--- config.mk ---
export PLATFORM = sky130hd
export DESIGN_NAME = wheel_speed_tachometer_top
export DESIGN_NICKNAME = d
export VERILOG_FILES = /design/src/rtl/wst_pkg.sv /design/src/rtl/wst_muldiv.sv /design/src/rtl/wheel_speed_tachometer_top.sv
export SDC_FILE = /design/constraint.sdc
export NUM_CORES = 2
export LEC_CHECK = 0
export ABC_AREA = 1
export BUFFER_PORTS_ARGS = -buffer_cell sky130_fd_sc_hd__buf_2
export CAP_MARGIN = 0
export CORE_AREA = 2 2 397 399
export CTS_CLUSTER_DIAMETER = 30
export DETAILED_ROUTE_END_ITERATION = 8
export DIE_AREA = 0 0 399 401
export PLACE_DENSITY_LB_ADDON = 0.3
export SLEW_MARGIN = 20
export SYNTH_ARGS = -nofsm -noshare
export SYNTH_HDL_FRONTEND = slang
export SYNTH_SLANG_ARGS = --single-unit
--- constraint.sdc ---
create_clock -name clk -period 7.6 [get_ports clk]
set_input_delay 1.52 -clock clk [delete_from_list [all_inputs] [get_ports clk]]
set_output_delay 1.52 -clock clk [all_outputs]
set_load 0.005 [all_outputs]
--- src/rtl/wst_pkg.sv ---
package wst_pkg;

	// Configuration register indexes
	localparam logic [2:0] REG_STOP_TIMEOUT = 3'd0;
	localparam logic [2:0] REG_STATS_INTERVAL = 3'd1;
	localparam logic [2:0] REG_SPEED_INTERVAL = 3'd2;
	localparam logic [2:0] REG_PERIMETER = 3'd3;
	localparam logic [2:0] REG_SPEED_LIMIT = 3'd4;
	localparam logic [2:0] REG_UNIT_SELECT = 3'd5;

	// Unit codes
	localparam logic [1:0] UNIT_KMH = 2'd0;
	localparam logic [1:0] UNIT_MS = 2'd1;
	localparam logic [1:0] UNIT_MPH = 2'd2;

	// Multiplier and divisor widths of the shared arithmetic unit
	localparam int MUL_W = 20;
	localparam int EXT_W = 11;
	localparam int QUO_W = 32;
	localparam int QSEL_W = 6;

	// Quotient widths used by the jobs
	localparam logic [QSEL_W-1:0] QB_CMS = 6'd20;
	localparam logic [QSEL_W-1:0] QB_16 = 6'd16;
	localparam logic [QSEL_W-1:0] QB_32 = 6'd32;

	localparam logic [MUL_W-1:0] CMS_SCALE = 20'd100;
	localparam logic [15:0] RPM_SCALE = 16'd60000;
	localparam logic [15:0] OVER_HYST = 16'd20;

	// Jobs run per tick, in this order
	typedef enum logic [2:0] {
		JOB_CMS = 3'd0,
		JOB_RPM = 3'd1,
		JOB_SPD = 3'd2,
		JOB_DST = 3'd3,
		JOB_AVG = 3'd4
	} job_t;

	localparam int NJOB = 5;

	// Speed scale: hundredths of the unit per mm/ms
	function automatic logic [MUL_W-1:0] spd_num(input logic [1:0] u);
		logic [MUL_W-1:0] r;
		unique case (u)
			UNIT_MS:  r = 20'd100;
			UNIT_MPH: r = 20'd312500;
			default:  r = 20'd360;
		endcase
		return r;
	endfunction

	function automatic logic [EXT_W-1:0] spd_den(input logic [1:0] u);
		logic [EXT_W-1:0] r;
		unique case (u)
			UNIT_MPH: r = 11'd1397;
			default:  r = 11'd1;
		endcase
		return r;
	endfunction

	// Distance scale: hundredths of the unit per mm
	function automatic logic [MUL_W-1:0] dst_num(input logic [1:0] u);
		logic [MUL_W-1:0] r;
		unique case (u)
			UNIT_MPH: r = 20'd25;
			default:  r = 20'd1;
		endcase
		return r;
	endfunction

	function automatic logic [18:0] dst_den(input logic [1:0] u);
		logic [18:0] r;
		unique case (u)
			UNIT_MS:  r = 19'd10;
			UNIT_MPH: r = 19'd402336;
			default:  r = 19'd10000;
		endcase
		return r;
	endfunction

endpackage

--- src/rtl/wst_muldiv.sv ---
// Serial floor(a*m/(b*e)) capped at 2^qb-1, 0 if b*e=0: shift-add, restoring division
module wst_muldiv #(
	parameter int AW = 40,
	parameter int BW = 32
) (
	input  logic clk,
	input  logic arst_n,
	input  logic start,
	input  logic [AW-1:0] a,
	input  logic [wst_pkg::MUL_W-1:0] m,
	input  logic [BW-1:0] b,
	input  logic [wst_pkg::EXT_W-1:0] e,
	input  logic [wst_pkg::QSEL_W-1:0] qb,
	output logic done,
	output logic [wst_pkg::QUO_W-1:0] q
);
	localparam int NW = AW + wst_pkg::MUL_W;
	localparam int DWD = BW + wst_pkg::EXT_W;
	localparam int CW = (NW > DWD) ? NW : DWD;
	localparam int QW = wst_pkg::QUO_W;

	typedef enum logic [4:0] {
		P_IDLE = 5'b00001,
		P_MULN = 5'b00010,
		P_MULD = 5'b00100,
		P_CHK  = 5'b01000,
		P_DIV  = 5'b10000
	} ph_t;

	ph_t ph_q;
	logic done_q;
	logic [NW-1:0] a_sh_q, n_q;
	logic [wst_pkg::MUL_W-1:0] m_sh_q;
	logic [DWD-1:0] b_sh_q, d_q, rem_q;
	logic [wst_pkg::EXT_W-1:0] e_sh_q;
	logic [wst_pkg::QSEL_W-1:0] qb_q, cnt_q;
	logic [QW-1:0] lo_q, q_q;

	logic [CW-1:0] hi_w, d_w;
	logic hi_ge;
	logic [DWD:0] r2;
	logic r2_ge;
	logic [QW-1:0] sat_val;

	// Saturation test and one division step
	always_comb begin
		hi_w = CW'(n_q >> qb_q);
		d_w = CW'(d_q);
		hi_ge = hi_w >= d_w;
		r2 = {rem_q, lo_q[QW-1]};
		r2_ge = r2 >= {1'b0, d_q};
		sat_val = (QW'(1) << qb_q) - QW'(1);
	end

	// Phase control
	always_ff @(posedge clk or negedge arst_n) begin
		if (!arst_n) begin
			ph_q <= P_IDLE;
			done_q <= 1'b0;
		end else begin
			// Pulse done when a job ends, registered together with its final quotient
			done_q <= (ph_q == P_CHK && (d_q == '0 || hi_ge)) ||
				(ph_q == P_DIV && cnt_q == wst_pkg::QSEL_W'(1));
			unique case (ph_q)
				P_IDLE: if (start) ph_q <= P_MULN;
				P_MULN: if (m_sh_q == '0) ph_q <= P_MULD;
				P_MULD: if (e_sh_q == '0) ph_q <= P_CHK;
				P_CHK: begin
					if (d_q == '0 || hi_ge) begin
						ph_q <= P_IDLE;
					end else begin
						ph_q <= P_DIV;
					end
				end
				P_DIV: begin
					if (cnt_q == wst_pkg::QSEL_W'(1)) begin
						ph_q <= P_IDLE;
					end
				end
				default: ph_q <= P_IDLE;
			endcase
		end
	end

	// Datapath: one multiplier bit or one quotient bit per cycle
	always_ff @(posedge clk) begin
		unique case (ph_q)
			P_IDLE: begin
				if (start) begin
					a_sh_q <= NW'(a);
					m_sh_q <= m;
					n_q <= '0;
					b_sh_q <= DWD'(b);
					e_sh_q <= e;
					d_q <= '0;
					qb_q <= qb;
				end
			end
			P_MULN: begin
				if (m_sh_q != '0) begin
					if (m_sh_q[0]) n_q <= n_q + a_sh_q;
					a_sh_q <= a_sh_q << 1;
					m_sh_q <= m_sh_q >> 1;
				end
			end
			P_MULD: begin
				if (e_sh_q != '0) begin
					if (e_sh_q[0]) d_q <= d_q + b_sh_q;
					b_sh_q <= b_sh_q << 1;
					e_sh_q <= e_sh_q >> 1;
				end
			end
			P_CHK: begin
				if (d_q == '0) begin
					q_q <= '0;
				end else if (hi_ge) begin
					q_q <= sat_val;
				end else begin
					rem_q <= DWD'(hi_w);
					lo_q <= QW'(n_q) << (wst_pkg::QSEL_W'(QW) - qb_q);
					cnt_q <= qb_q;
					q_q <= '0;
				end
			end
			P_DIV: begin
				if (r2_ge) rem_q <= DWD'(r2 - {1'b0, d_q});
				else rem_q <= DWD'(r2);
				q_q <= {q_q[QW-2:0], r2_ge};
				lo_q <= lo_q << 1;
				cnt_q <= cnt_q - wst_pkg::QSEL_W'(1);
			end
			default: ;
		endcase
	end

	assign done = done_q;
	assign q = q_q;

endmodule

--- src/rtl/wheel_speed_tachometer_top.sv ---
// Wheel speed tachometer.
// Input channel s_*: one transfer per 1 ms tick, s_tdata[0] is the Hall sample
// (1 = magnet present). Output channel m_*: exactly one result transfer per tick
// with motion flags, held speed and rpm, live distance, average and trip time.
// Configuration: write cfg_wdata to register cfg_addr while cfg_we is high;
// write only while no tick is in progress.
// Processing: the tick state is updated in the accept cycle, then a shared
// serial multiply/divide unit runs up to five jobs (overspeed speed, rpm,
// speed, distance, average). Each job multiplies out its two scale factors
// bit by bit, then forms one quotient bit per cycle (20, 16 or 32 bits); a
// quotient known to saturate skips the bit loop. After the last job the
// sequencer passes through ST_LAUNCH and ST_DONE, loads the output register
// once it is free and returns to ST_IDLE to accept the next tick.
// The result sits in an output register: the next tick is accepted while it
// waits; a stalled receiver holds the block only once a second result is ready.
// Reset: registers take their documented defaults, counters and trip clear,
// the output channel is empty.
module wheel_speed_tachometer_top #(
	parameter int TIME_BITS = 32,
	parameter int DISTANCE_BITS = 40
) (
	input  logic clk,
	input  logic arst_n,
	input  logic s_tvalid,
	output logic s_tready,
	input  logic [7:0] s_tdata,     // [0] magnet, [7:1] zero
	output logic m_tvalid,
	input  logic m_tready,
	// [0] moving, [1] overspeed, [2] started, [3] stopped, [4] speed_update,
	// [20:5] speed, [21] stats_update, [37:22] rpm, [69:38] distance,
	// [85:70] average_speed, [86] trip_update, [118:87] trip_time_ms, [119] zero
	output logic [119:0] m_tdata,
	input  logic cfg_we,
	input  logic [2:0] cfg_addr,
	input  logic [15:0] cfg_wdata
);
	localparam int TW = TIME_BITS;
	localparam int DW = DISTANCE_BITS;
	localparam int BW = (TW > 19) ? TW : 19;
	localparam logic [TW-1:0] TMAX = '1;
	localparam logic [DW-1:0] DMAX = '1;
	localparam int NJOB_W = wst_pkg::NJOB;

	typedef enum logic [3:0] {
		ST_IDLE   = 4'b0001,
		ST_LAUNCH = 4'b0010,
		ST_WAIT   = 4'b0100,
		ST_DONE   = 4'b1000
	} st_t;

	st_t st_q;

	// Configuration
	logic [15:0] timeout_q, stats_int_q, speed_int_q, limit_q;
	logic [12:0] perim_q;
	logic [1:0] unit_q;

	// Tick state
	logic seen_q, gap_q, armed_q, run_q, mov_q, over_q;
	logic [15:0] lvl_q;
	logic [TW-1:0] per_q, trip_q, tdiv_q, last_q, mt_q, sel_q, spel_q;
	logic [6:0] tmod_q;
	logic [DW-1:0] dist_q;
	logic [15:0] hspd_q, hrpm_q, td_q, avg_q;
	logic [31:0] dout_q;
	logic started_q, stopped_q, spdup_q, stup_q, tripup_q;
	logic [NJOB_W-1:0] pend_q;
	wst_pkg::job_t job_q;
	logic m_tvalid_q;
	logic [119:0] m_tdata_q;
	logic out_load;

	// Next-state values for the accept cycle
	logic n_seen, n_gap, n_armed, n_run, n_mov, n_over;
	logic [15:0] n_lvl, n_hspd, n_hrpm, n_td;
	logic [TW-1:0] n_per, n_trip, n_tdiv, n_last, n_mt, n_sel, n_spel;
	logic [6:0] n_tmod;
	logic [DW-1:0] n_dist;
	logic n_started, n_stopped, n_spdup, n_stup, n_tripup;
	logic [NJOB_W-1:0] n_pend;
	logic do_lvl, lvl_gap, lvl_flag;
	logic [TW-1:0] t_per;
	logic [TW:0] s_mt, s_sel, s_spel;
	logic [DW:0] s_dist;

	always_comb begin
		n_seen = seen_q;
		n_gap = gap_q;
		n_armed = armed_q;
		n_run = run_q;
		n_mov = mov_q;
		n_over = over_q;
		n_hspd = hspd_q;
		n_hrpm = hrpm_q;
		n_td = td_q;
		n_mt = mt_q;
		n_sel = sel_q;
		n_spel = spel_q;
		n_dist = dist_q;
		n_started = 1'b0;
		n_stopped = 1'b0;
		n_spdup = 1'b0;
		n_stup = 1'b0;
		n_tripup = 1'b0;
		n_pend = '0;
		do_lvl = 1'b0;
		lvl_gap = 1'b0;
		lvl_flag = 1'b0;
		t_per = '0;
		s_mt = '0;
		s_sel = '0;
		s_spel = '0;
		s_dist = '0;

		// Advance the timers
		n_per = (seen_q && per_q != TMAX) ? per_q + TW'(1) : per_q;
		n_lvl = (lvl_q != 16'hFFFF) ? lvl_q + 16'd1 : lvl_q;
		n_trip = trip_q;
		n_tdiv = tdiv_q;
		n_tmod = tmod_q;
		if (run_q && trip_q != TMAX) begin
			n_trip = trip_q + TW'(1);
			if (tmod_q == 7'd99) begin
				n_tmod = '0;
				n_tdiv = tdiv_q + TW'(1);
			end else begin
				n_tmod = tmod_q + 7'd1;
			end
		end

		// Flag a new 100 ms step of the trip
		n_last = last_q;
		if (mov_q && n_tdiv != last_q) begin
			n_last = n_tdiv;
			n_tripup = 1'b1;
		end

		if (s_tdata[0]) begin
			if (!seen_q) begin
				n_seen = 1'b1;
				n_gap = 1'b0;
				n_armed = 1'b0;
				n_per = '0;
				n_trip = '0;
				n_tdiv = '0;
				n_tmod = '0;
				n_run = 1'b1;
			end else begin
				do_lvl = 1'b1;
				if (gap_q) begin
					t_per = n_per;
					n_gap = 1'b0;
					n_armed = 1'b0;
					n_per = '0;
					if (t_per > TW'(timeout_q)) begin
						// Long period: restart measurement only
						n_run = 1'b1;
						do_lvl = 1'b0;
					end else begin
						n_td = (t_per == '0) ? 16'd1 : t_per[15:0];
						if (!mov_q) begin
							n_mov = 1'b1;
							n_run = 1'b1;
							n_started = 1'b1;
						end
						s_mt = {1'b0, mt_q} + {1'b0, t_per};
						s_sel = {1'b0, sel_q} + {1'b0, t_per};
						s_spel = {1'b0, spel_q} + {1'b0, t_per};
						s_dist = {1'b0, dist_q} + (DW+1)'(perim_q);
						n_mt = s_mt[TW] ? TMAX : s_mt[TW-1:0];
						n_sel = s_sel[TW] ? TMAX : s_sel[TW-1:0];
						n_spel = s_spel[TW] ? TMAX : s_spel[TW-1:0];
						n_dist = s_dist[DW] ? DMAX : s_dist[DW-1:0];
						n_pend[wst_pkg::JOB_CMS] = 1'b1;
						if (n_sel > TW'(stats_int_q)) begin
							n_sel = '0;
							n_stup = 1'b1;
							n_pend[wst_pkg::JOB_RPM] = 1'b1;
						end
						if (n_spel > TW'(speed_int_q)) begin
							n_spel = '0;
							n_spdup = 1'b1;
							n_pend[wst_pkg::JOB_SPD] = 1'b1;
						end
					end
				end
			end
		end else begin
			do_lvl = 1'b1;
			lvl_gap = 1'b1;
		end

		// Level hold check: arm on first sample of a level, stop on timeout
		if (do_lvl) begin
			lvl_flag = lvl_gap ? n_gap : n_armed;
			if (!lvl_flag) begin
				if (lvl_gap) n_gap = 1'b1;
				else n_armed = 1'b1;
				n_lvl = '0;
			end
			if (n_mov && n_lvl > timeout_q) begin
				n_mov = 1'b0;
				n_over = 1'b0;
				n_run = 1'b0;
				n_hspd = '0;
				n_hrpm = '0;
				n_stopped = 1'b1;
			end
		end

		n_pend[wst_pkg::JOB_DST] = 1'b1;
		n_pend[wst_pkg::JOB_AVG] = (n_mt != '0);
	end

	// Job selection and operands of the serial unit
	wst_pkg::job_t job_sel;
	logic u_start, u_done;
	logic [DW-1:0] u_a;
	logic [wst_pkg::MUL_W-1:0] u_m;
	logic [BW-1:0] u_b;
	logic [wst_pkg::EXT_W-1:0] u_e;
	logic [wst_pkg::QSEL_W-1:0] u_qb;
	logic [wst_pkg::QUO_W-1:0] u_q;

	always_comb begin
		priority if (pend_q[wst_pkg::JOB_CMS]) job_sel = wst_pkg::JOB_CMS;
		else if (pend_q[wst_pkg::JOB_RPM]) job_sel = wst_pkg::JOB_RPM;
		else if (pend_q[wst_pkg::JOB_SPD]) job_sel = wst_pkg::JOB_SPD;
		else if (pend_q[wst_pkg::JOB_DST]) job_sel = wst_pkg::JOB_DST;
		else job_sel = wst_pkg::JOB_AVG;

		u_start = (st_q == ST_LAUNCH) && (pend_q != '0);

		unique case (job_sel)
			wst_pkg::JOB_CMS: begin
				u_a = DW'(perim_q);
				u_m = wst_pkg::CMS_SCALE;
				u_b = BW'(td_q);
				u_e = wst_pkg::EXT_W'(1);
				u_qb = wst_pkg::QB_CMS;
			end
			wst_pkg::JOB_RPM: begin
				u_a = DW'(wst_pkg::RPM_SCALE);
				u_m = wst_pkg::MUL_W'(1);
				u_b = BW'(td_q);
				u_e = wst_pkg::EXT_W'(1);
				u_qb = wst_pkg::QB_16;
			end
			wst_pkg::JOB_SPD: begin
				u_a = DW'(perim_q);
				u_m = wst_pkg::spd_num(unit_q);
				u_b = BW'(td_q);
				u_e = wst_pkg::spd_den(unit_q);
				u_qb = wst_pkg::QB_16;
			end
			wst_pkg::JOB_DST: begin
				u_a = dist_q;
				u_m = wst_pkg::dst_num(unit_q);
				u_b = BW'(wst_pkg::dst_den(unit_q));
				u_e = wst_pkg::EXT_W'(1);
				u_qb = wst_pkg::QB_32;
			end
			default: begin
				u_a = dist_q;
				u_m = wst_pkg::spd_num(unit_q);
				u_b = BW'(mt_q);
				u_e = wst_pkg::spd_den(unit_q);
				u_qb = wst_pkg::QB_16;
			end
		endcase
	end

	wst_muldiv #(
		.AW(DW),
		.BW(BW)
	) u_muldiv (
		.clk(clk),
		.arst_n(arst_n),
		.start(u_start),
		.a(u_a),
		.m(u_m),
		.b(u_b),
		.e(u_e),
		.qb(u_qb),
		.done(u_done),
		.q(u_q)
	);

	// Overspeed with hysteresis from the fresh cm/s figure
	logic [19:0] cms;
	logic ov_set, ov_next;

	always_comb begin
		cms = u_q[19:0];
		ov_set = over_q || (cms >= 20'(limit_q));
		ov_next = ov_set;
		if (ov_set && limit_q >= wst_pkg::OVER_HYST && cms < 20'(limit_q - wst_pkg::OVER_HYST))
			ov_next = 1'b0;
	end

	// Trip time saturated to 32 bits
	logic [63:0] trip_w;
	logic [31:0] trip_out;

	always_comb begin
		trip_w = 64'(trip_q);
		trip_out = (trip_w[63:32] != '0) ? 32'hFFFF_FFFF : trip_w[31:0];
	end

	// Load the output register once the result is ready and the register is free
	assign out_load = (st_q == ST_DONE) && (!m_tvalid_q || m_tready);

	// Sequencer and state registers
	always_ff @(posedge clk or negedge arst_n) begin
		if (!arst_n) begin
			st_q <= ST_IDLE;
			timeout_q <= 16'd1500;
			stats_int_q <= 16'd500;
			speed_int_q <= 16'd150;
			perim_q <= 13'd2073;
			limit_q <= 16'd1666;
			unit_q <= wst_pkg::UNIT_KMH;
			seen_q <= 1'b0;
			gap_q <= 1'b0;
			armed_q <= 1'b0;
			run_q <= 1'b0;
			mov_q <= 1'b0;
			over_q <= 1'b0;
			lvl_q <= '0;
			per_q <= '0;
			trip_q <= '0;
			tdiv_q <= '0;
			tmod_q <= '0;
			last_q <= '1;
			mt_q <= '0;
			sel_q <= '0;
			spel_q <= '0;
			dist_q <= '0;
			hspd_q <= '0;
			hrpm_q <= '0;
			td_q <= '0;
			avg_q <= '0;
			dout_q <= '0;
			started_q <= 1'b0;
			stopped_q <= 1'b0;
			spdup_q <= 1'b0;
			stup_q <= 1'b0;
			tripup_q <= 1'b0;
			pend_q <= '0;
			job_q <= wst_pkg::JOB_CMS;
			m_tvalid_q <= 1'b0;
			m_tdata_q <= '0;
		end else begin
			// Configuration writes
			if (cfg_we) begin
				unique case (cfg_addr)
					wst_pkg::REG_STOP_TIMEOUT:   timeout_q <= cfg_wdata;
					wst_pkg::REG_STATS_INTERVAL: stats_int_q <= cfg_wdata;
					wst_pkg::REG_SPEED_INTERVAL: speed_int_q <= cfg_wdata;
					wst_pkg::REG_PERIMETER:      perim_q <= cfg_wdata[12:0];
					wst_pkg::REG_SPEED_LIMIT:    limit_q <= cfg_wdata;
					wst_pkg::REG_UNIT_SELECT:    unit_q <= cfg_wdata[1:0];
					default: ;
				endcase
			end

			// Raise valid on a new result, drop it once transferred
			if (out_load) m_tvalid_q <= 1'b1;
			else if (m_tready) m_tvalid_q <= 1'b0;

			unique case (st_q)
				ST_IDLE: begin
					if (s_tvalid) begin
						seen_q <= n_seen;
						gap_q <= n_gap;
						armed_q <= n_armed;
						run_q <= n_run;
						mov_q <= n_mov;
						over_q <= n_over;
						lvl_q <= n_lvl;
						per_q <= n_per;
						trip_q <= n_trip;
						tdiv_q <= n_tdiv;
						tmod_q <= n_tmod;
						last_q <= n_last;
						mt_q <= n_mt;
						sel_q <= n_sel;
						spel_q <= n_spel;
						dist_q <= n_dist;
						hspd_q <= n_hspd;
						hrpm_q <= n_hrpm;
						td_q <= n_td;
						started_q <= n_started;
						stopped_q <= n_stopped;
						spdup_q <= n_spdup;
						stup_q <= n_stup;
						tripup_q <= n_tripup;
						pend_q <= n_pend;
						if (n_mt == '0) avg_q <= '0;
						st_q <= ST_LAUNCH;
					end
				end
				ST_LAUNCH: begin
					if (pend_q == '0) begin
						st_q <= ST_DONE;
					end else begin
						job_q <= job_sel;
						st_q <= ST_WAIT;
					end
				end
				ST_WAIT: begin
					if (u_done) begin
						unique case (job_q)
							wst_pkg::JOB_CMS: over_q <= ov_next;
							wst_pkg::JOB_RPM: hrpm_q <= u_q[15:0];
							wst_pkg::JOB_SPD: hspd_q <= u_q[15:0];
							wst_pkg::JOB_DST: dout_q <= u_q;
							default:          avg_q <= u_q[15:0];
						endcase
						pend_q[job_q] <= 1'b0;
						st_q <= ST_LAUNCH;
					end
				end
				ST_DONE: begin
					// Hand the result to the output register once it is free
					if (out_load) begin
						m_tdata_q <= {1'b0, trip_out, tripup_q, avg_q, dout_q, hrpm_q, stup_q,
							hspd_q, spdup_q, stopped_q, started_q, over_q, mov_q};
						st_q <= ST_IDLE;
					end
				end
				default: st_q <= ST_IDLE;
			endcase
		end
	end

	assign s_tready = (st_q == ST_IDLE);
	assign m_tvalid = m_tvalid_q;
	assign m_tdata = m_tdata_q;

endmodule

==> metrics.md <==
| Metric | Value |
|---|---|
| Post-cts repair resize count | `0` |
| Status | `finished clean` |
| Crit Path Class | `register to register` |
| Critical-path maximum fanout | `26` |
| Wire length per cell | `around 18 um` |
| Setup TNS | `0 ns` |
| Worst setup startpoint | `per_q[0]` |
| All-layer global routing usage | `approximately a quarter` |
| Max Cap Viol | `0` |
| Full die area | `approximately 160000 um2` |
| Pleak | `approximately 35 nW` |
| Yosys reg bits | `963` |
| Worst VDD drop | `approximately 0.29 mV` |
| Share of post-route cells with drive strength above 1 | `roughly a tenth` |
| Cts hold-fix bufs | `0` |
| Total gr overflow | `0` |
| Mapped Area | `between 60000 and 70000 um2` |
| DRT antenna net count | `0` |
| CP max stage cell | `dfrtp_1` |
| CP Data Required Time | `8.27 ns` |
| EDFF count, synth | `352` |
| Largest net degree at the start of global routing | `around 190` |
| Layout Nets | `a little under 9000` |
| Initial antenna violation count | `2` |
| WHS | `between 0.4 and 0.5 ns` |
| Num rows | `~150` |
| Yosys top cell area share | `around 22%` |
| Setup crit start kind | `register` |
| Fmax achieved | `146.4 MHz` |
| Clock Latency Late Sink | `approximately 0.85 ns` |
| Initial core utilization | `between 30% and 40%` |
| Hold Crit Class | `register to register` |
| Root Driver | `clkbuf_16` |
| DR iter-0 viols | `a little over 5000` |
| Post-synth top area cell | `dfrtp_1` |
| YS warnings | `0` |
| Post-CTS repair timing setup buffer count | `0` |
| I/O pin count | `154` |
| Core Area | `~160000 um2` |
| Number of setup violations in the final report | `0` |
| Routed vias/inst | `around 5.3` |
| Critical path capture point | `spdup_q` |
| IO Port Bufs | `about 150` |
| Slew margin rel. | `between 20 and 25%` |
| DR top layer | `met5` |
| Leading cell type in the layout, fill and taps excluded | `nand2_1` |
| Top FF cell, synth | `dfrtp_1` |
| Synth Area per Inst | `around 7.8 um2` |
| Reg2Reg Launch Point | `per_q[0]` |
| Synth top area cells | `dfrtp_1 (22%), edfxtp_1 (17%), nand2_1 (11%), ha_1 (8.3%), inv_1 (6.6%)` |
| Via count | `around 56000` |
| Drt pass-1 iters | `8` |
| Syn_nets | `roughly 8400` |
| Post-Synthesis Cells | `between 7000 and 8000` |
| WL met2 | `between 80 and 90 mm` |
| Final Max Slew Viols | `0` |
| Filler instances | `approximately 15000` |
| Die width | `around 400 um` |
| Reg2reg path depth | `34` |
| Power Density | `about 460 nW/um2` |
| CP arrival | `between 7 and 8 ns` |
| Reg clk slew, reported paths | `about 0.050 ns` |
| Htree depth | `4` |
| Asr flop ratio synth | `63.45%` |
| Total routed wirelength | `approximately 190 mm` |
| Fin crit period | `6.828 ns` |
| Worst-margin pin slew | `~1.2 ns` |
| WL met3 | `around 10 mm` |
| # DRC | `0` |
| Netlist cell types | `70` |
| Most frequent cells in the layout | `nand2_1 (1855), inv_1 (1081), nor2_1 (763)` |
| Met1 WL | `84.56 mm` |
| Vias in the first global route | `54029` |
| Die extent in y | `roughly 400 um` |
| RSZ-0062 raised after global routing | `no` |
| Reg-to-Reg End | `spdup_q` |
| HPWL Detailed | `141.7 mm` |
| Tcrit/Tclk final | `roughly nine tenths` |
| CTS sink cnt | `963` |
| CTS tree | `built` |
| CTS Buf Count | `~240` |
| Storage cell area | `between 20000 and 30000 um2` |
| Final hold vios | `0` |
| R2R setup slack | `between 0.7 and 0.8 ns` |
| CTS max path bufs | `3` |
| Area grow syn2layout | `18.86%` |
| Critical Path End Type | `register` |
| Final GP Congestion | `just over 0.9` |
| Worst Skew | `0.06112 ns` |
| Area of the multi-input gates | `between 30000 and 40000 um2` |
| CP max stage delay | `roughly 0.43 ns` |
| First-pass GRT wire length | `roughly 300 mm` |
| Part of the Yosys area used for sequential elements | `a little over two fifths` |
[synth_stat cells, types with 32 or more instances]
| library cell | number |
|---|---|
| clkbuf_1 | 192 |
| o22ai_1 | 64 |
| nor4_1 | 50 |
| xnor2_1 | 50 |
| inv_1 | 1086 |
| mux2_2 | 50 |
| or2_2 | 32 |
| nor2_1 | 766 |
| o31ai_1 | 45 |
| o21ai_0 | 739 |
| dfrtp_1 | 552 |
| edfxtp_1 | 352 |
| a21oi_1 | 607 |
| dfstp_2 | 59 |
| xor2_1 | 147 |
| a31oi_1 | 78 |
| nand2_1 | 1855 |
| o211ai_1 | 35 |
| nor3_1 | 113 |
| nand4_1 | 92 |
| ha_1 | 412 |
| o21a_1 | 60 |
| nand3_1 | 251 |
[flip-flops by register name, summed over array words and instances, names as in the netlist, 19 cells and up]
signal and flops:
dist_q 40, u_muldiv.q 32, mt_q 32, u_muldiv.n_q 60, u_muldiv.a_sh_q 60, m_tdata 119, u_muldiv.rem_q 43, tdiv_q 32
u_muldiv.d_q 43, dout_q 32, spel_q 32, u_muldiv.b_sh_q 43, last_q 32, u_muldiv.lo_q 32, sel_q 32, u_muldiv.m_sh_q 19
trip_out 32, per_q 32
[cells by family after synthesis]
kind of cell,count (synthesis),synth area share (%)
xor+xnor,197,2.780
compound gates,1813,16.42
buf+inv,1323,8.083
other cells,1,0.006041
fa+ha+maj,419,8.530
mux,56,1.004
flops,963,41.78
simple gates,3225,21.41
[routing by layer]
metal  global-route usage [%]  vias to the layer above
li1                         -                    27360
met5                        0                        -
met2                    38.39                     1497
met4                    8.567                        2
met1                    31.29                    26383
met3                    3.551                      320
[per-stage QoR]
stage / utilization [%] / instances / cell area, um2 / total power (W) / setup WS, ns
3_5_place_dp: 41.83 / 10039 / 65120 / 0.02295 / 0.9710
4_1_cts: 47.39 / 10489 / 73770 / 0.03384 / 0.9464
3_3_place_gp: 41.83 / 10039 / 65120 / 0.02267 / 1.098
5_1_grt: 47.40 / 10489 / 73780 / 0.03623 / 0.2301
6_report: 47.40 / 10490 / 73780 / 0.03384 / 0.7716
2_1_floorplan: - / 7997 / 62080 / 0.01850 / 1.420
[worst max-delay path, delay by kind of cell (launching register included)]
kind,cells,cell delay [ns]
XOR/XNOR,1,0.19
buffers and inverters,8,1.12
AND/OR/NAND/NOR,10,1.72
adder cells (fa/ha/maj),4,1.14
flip-flops,1,0.43
AO/OA/AOI/OAI,11,2.02
[worst min path at each step]
stage                  to  depth (start not counted)  slack [ns]       start
2_1_floorplan   tmod_q[5]                          1        0.43   tmod_q[5]
3_3_place_gp    tmod_q[5]                          1        0.45   tmod_q[5]
3_5_place_dp     avg_q[8]                          2        0.45    avg_q[8]
4_1_cts         tmod_q[5]                          1        0.46   tmod_q[5]
5_1_grt        last_q[26]                          2        0.48  last_q[26]
6_report         avg_q[2]                          2        0.46    avg_q[2]
[layout make-up]
type	count	area share, %
diodes	1	0.003392
clock buffers	291	8.627
clock inverters	159	3.103
inverters	1098	5.589
multi-input cells	5711	42.31
flip-flops and latches	963	35.15
well taps	2058	3.490
repair buffers	209	1.733
[where the power goes]
group          internal (W)  switching (W)  leakage [nW]
combinational       0.00456        0.00969          20.0
clock               0.00734        0.00336          4.12
sequential          0.00749        0.00139          11.1
total                0.0194         0.0144          35.2
Power figures use the tool's default switching activity.
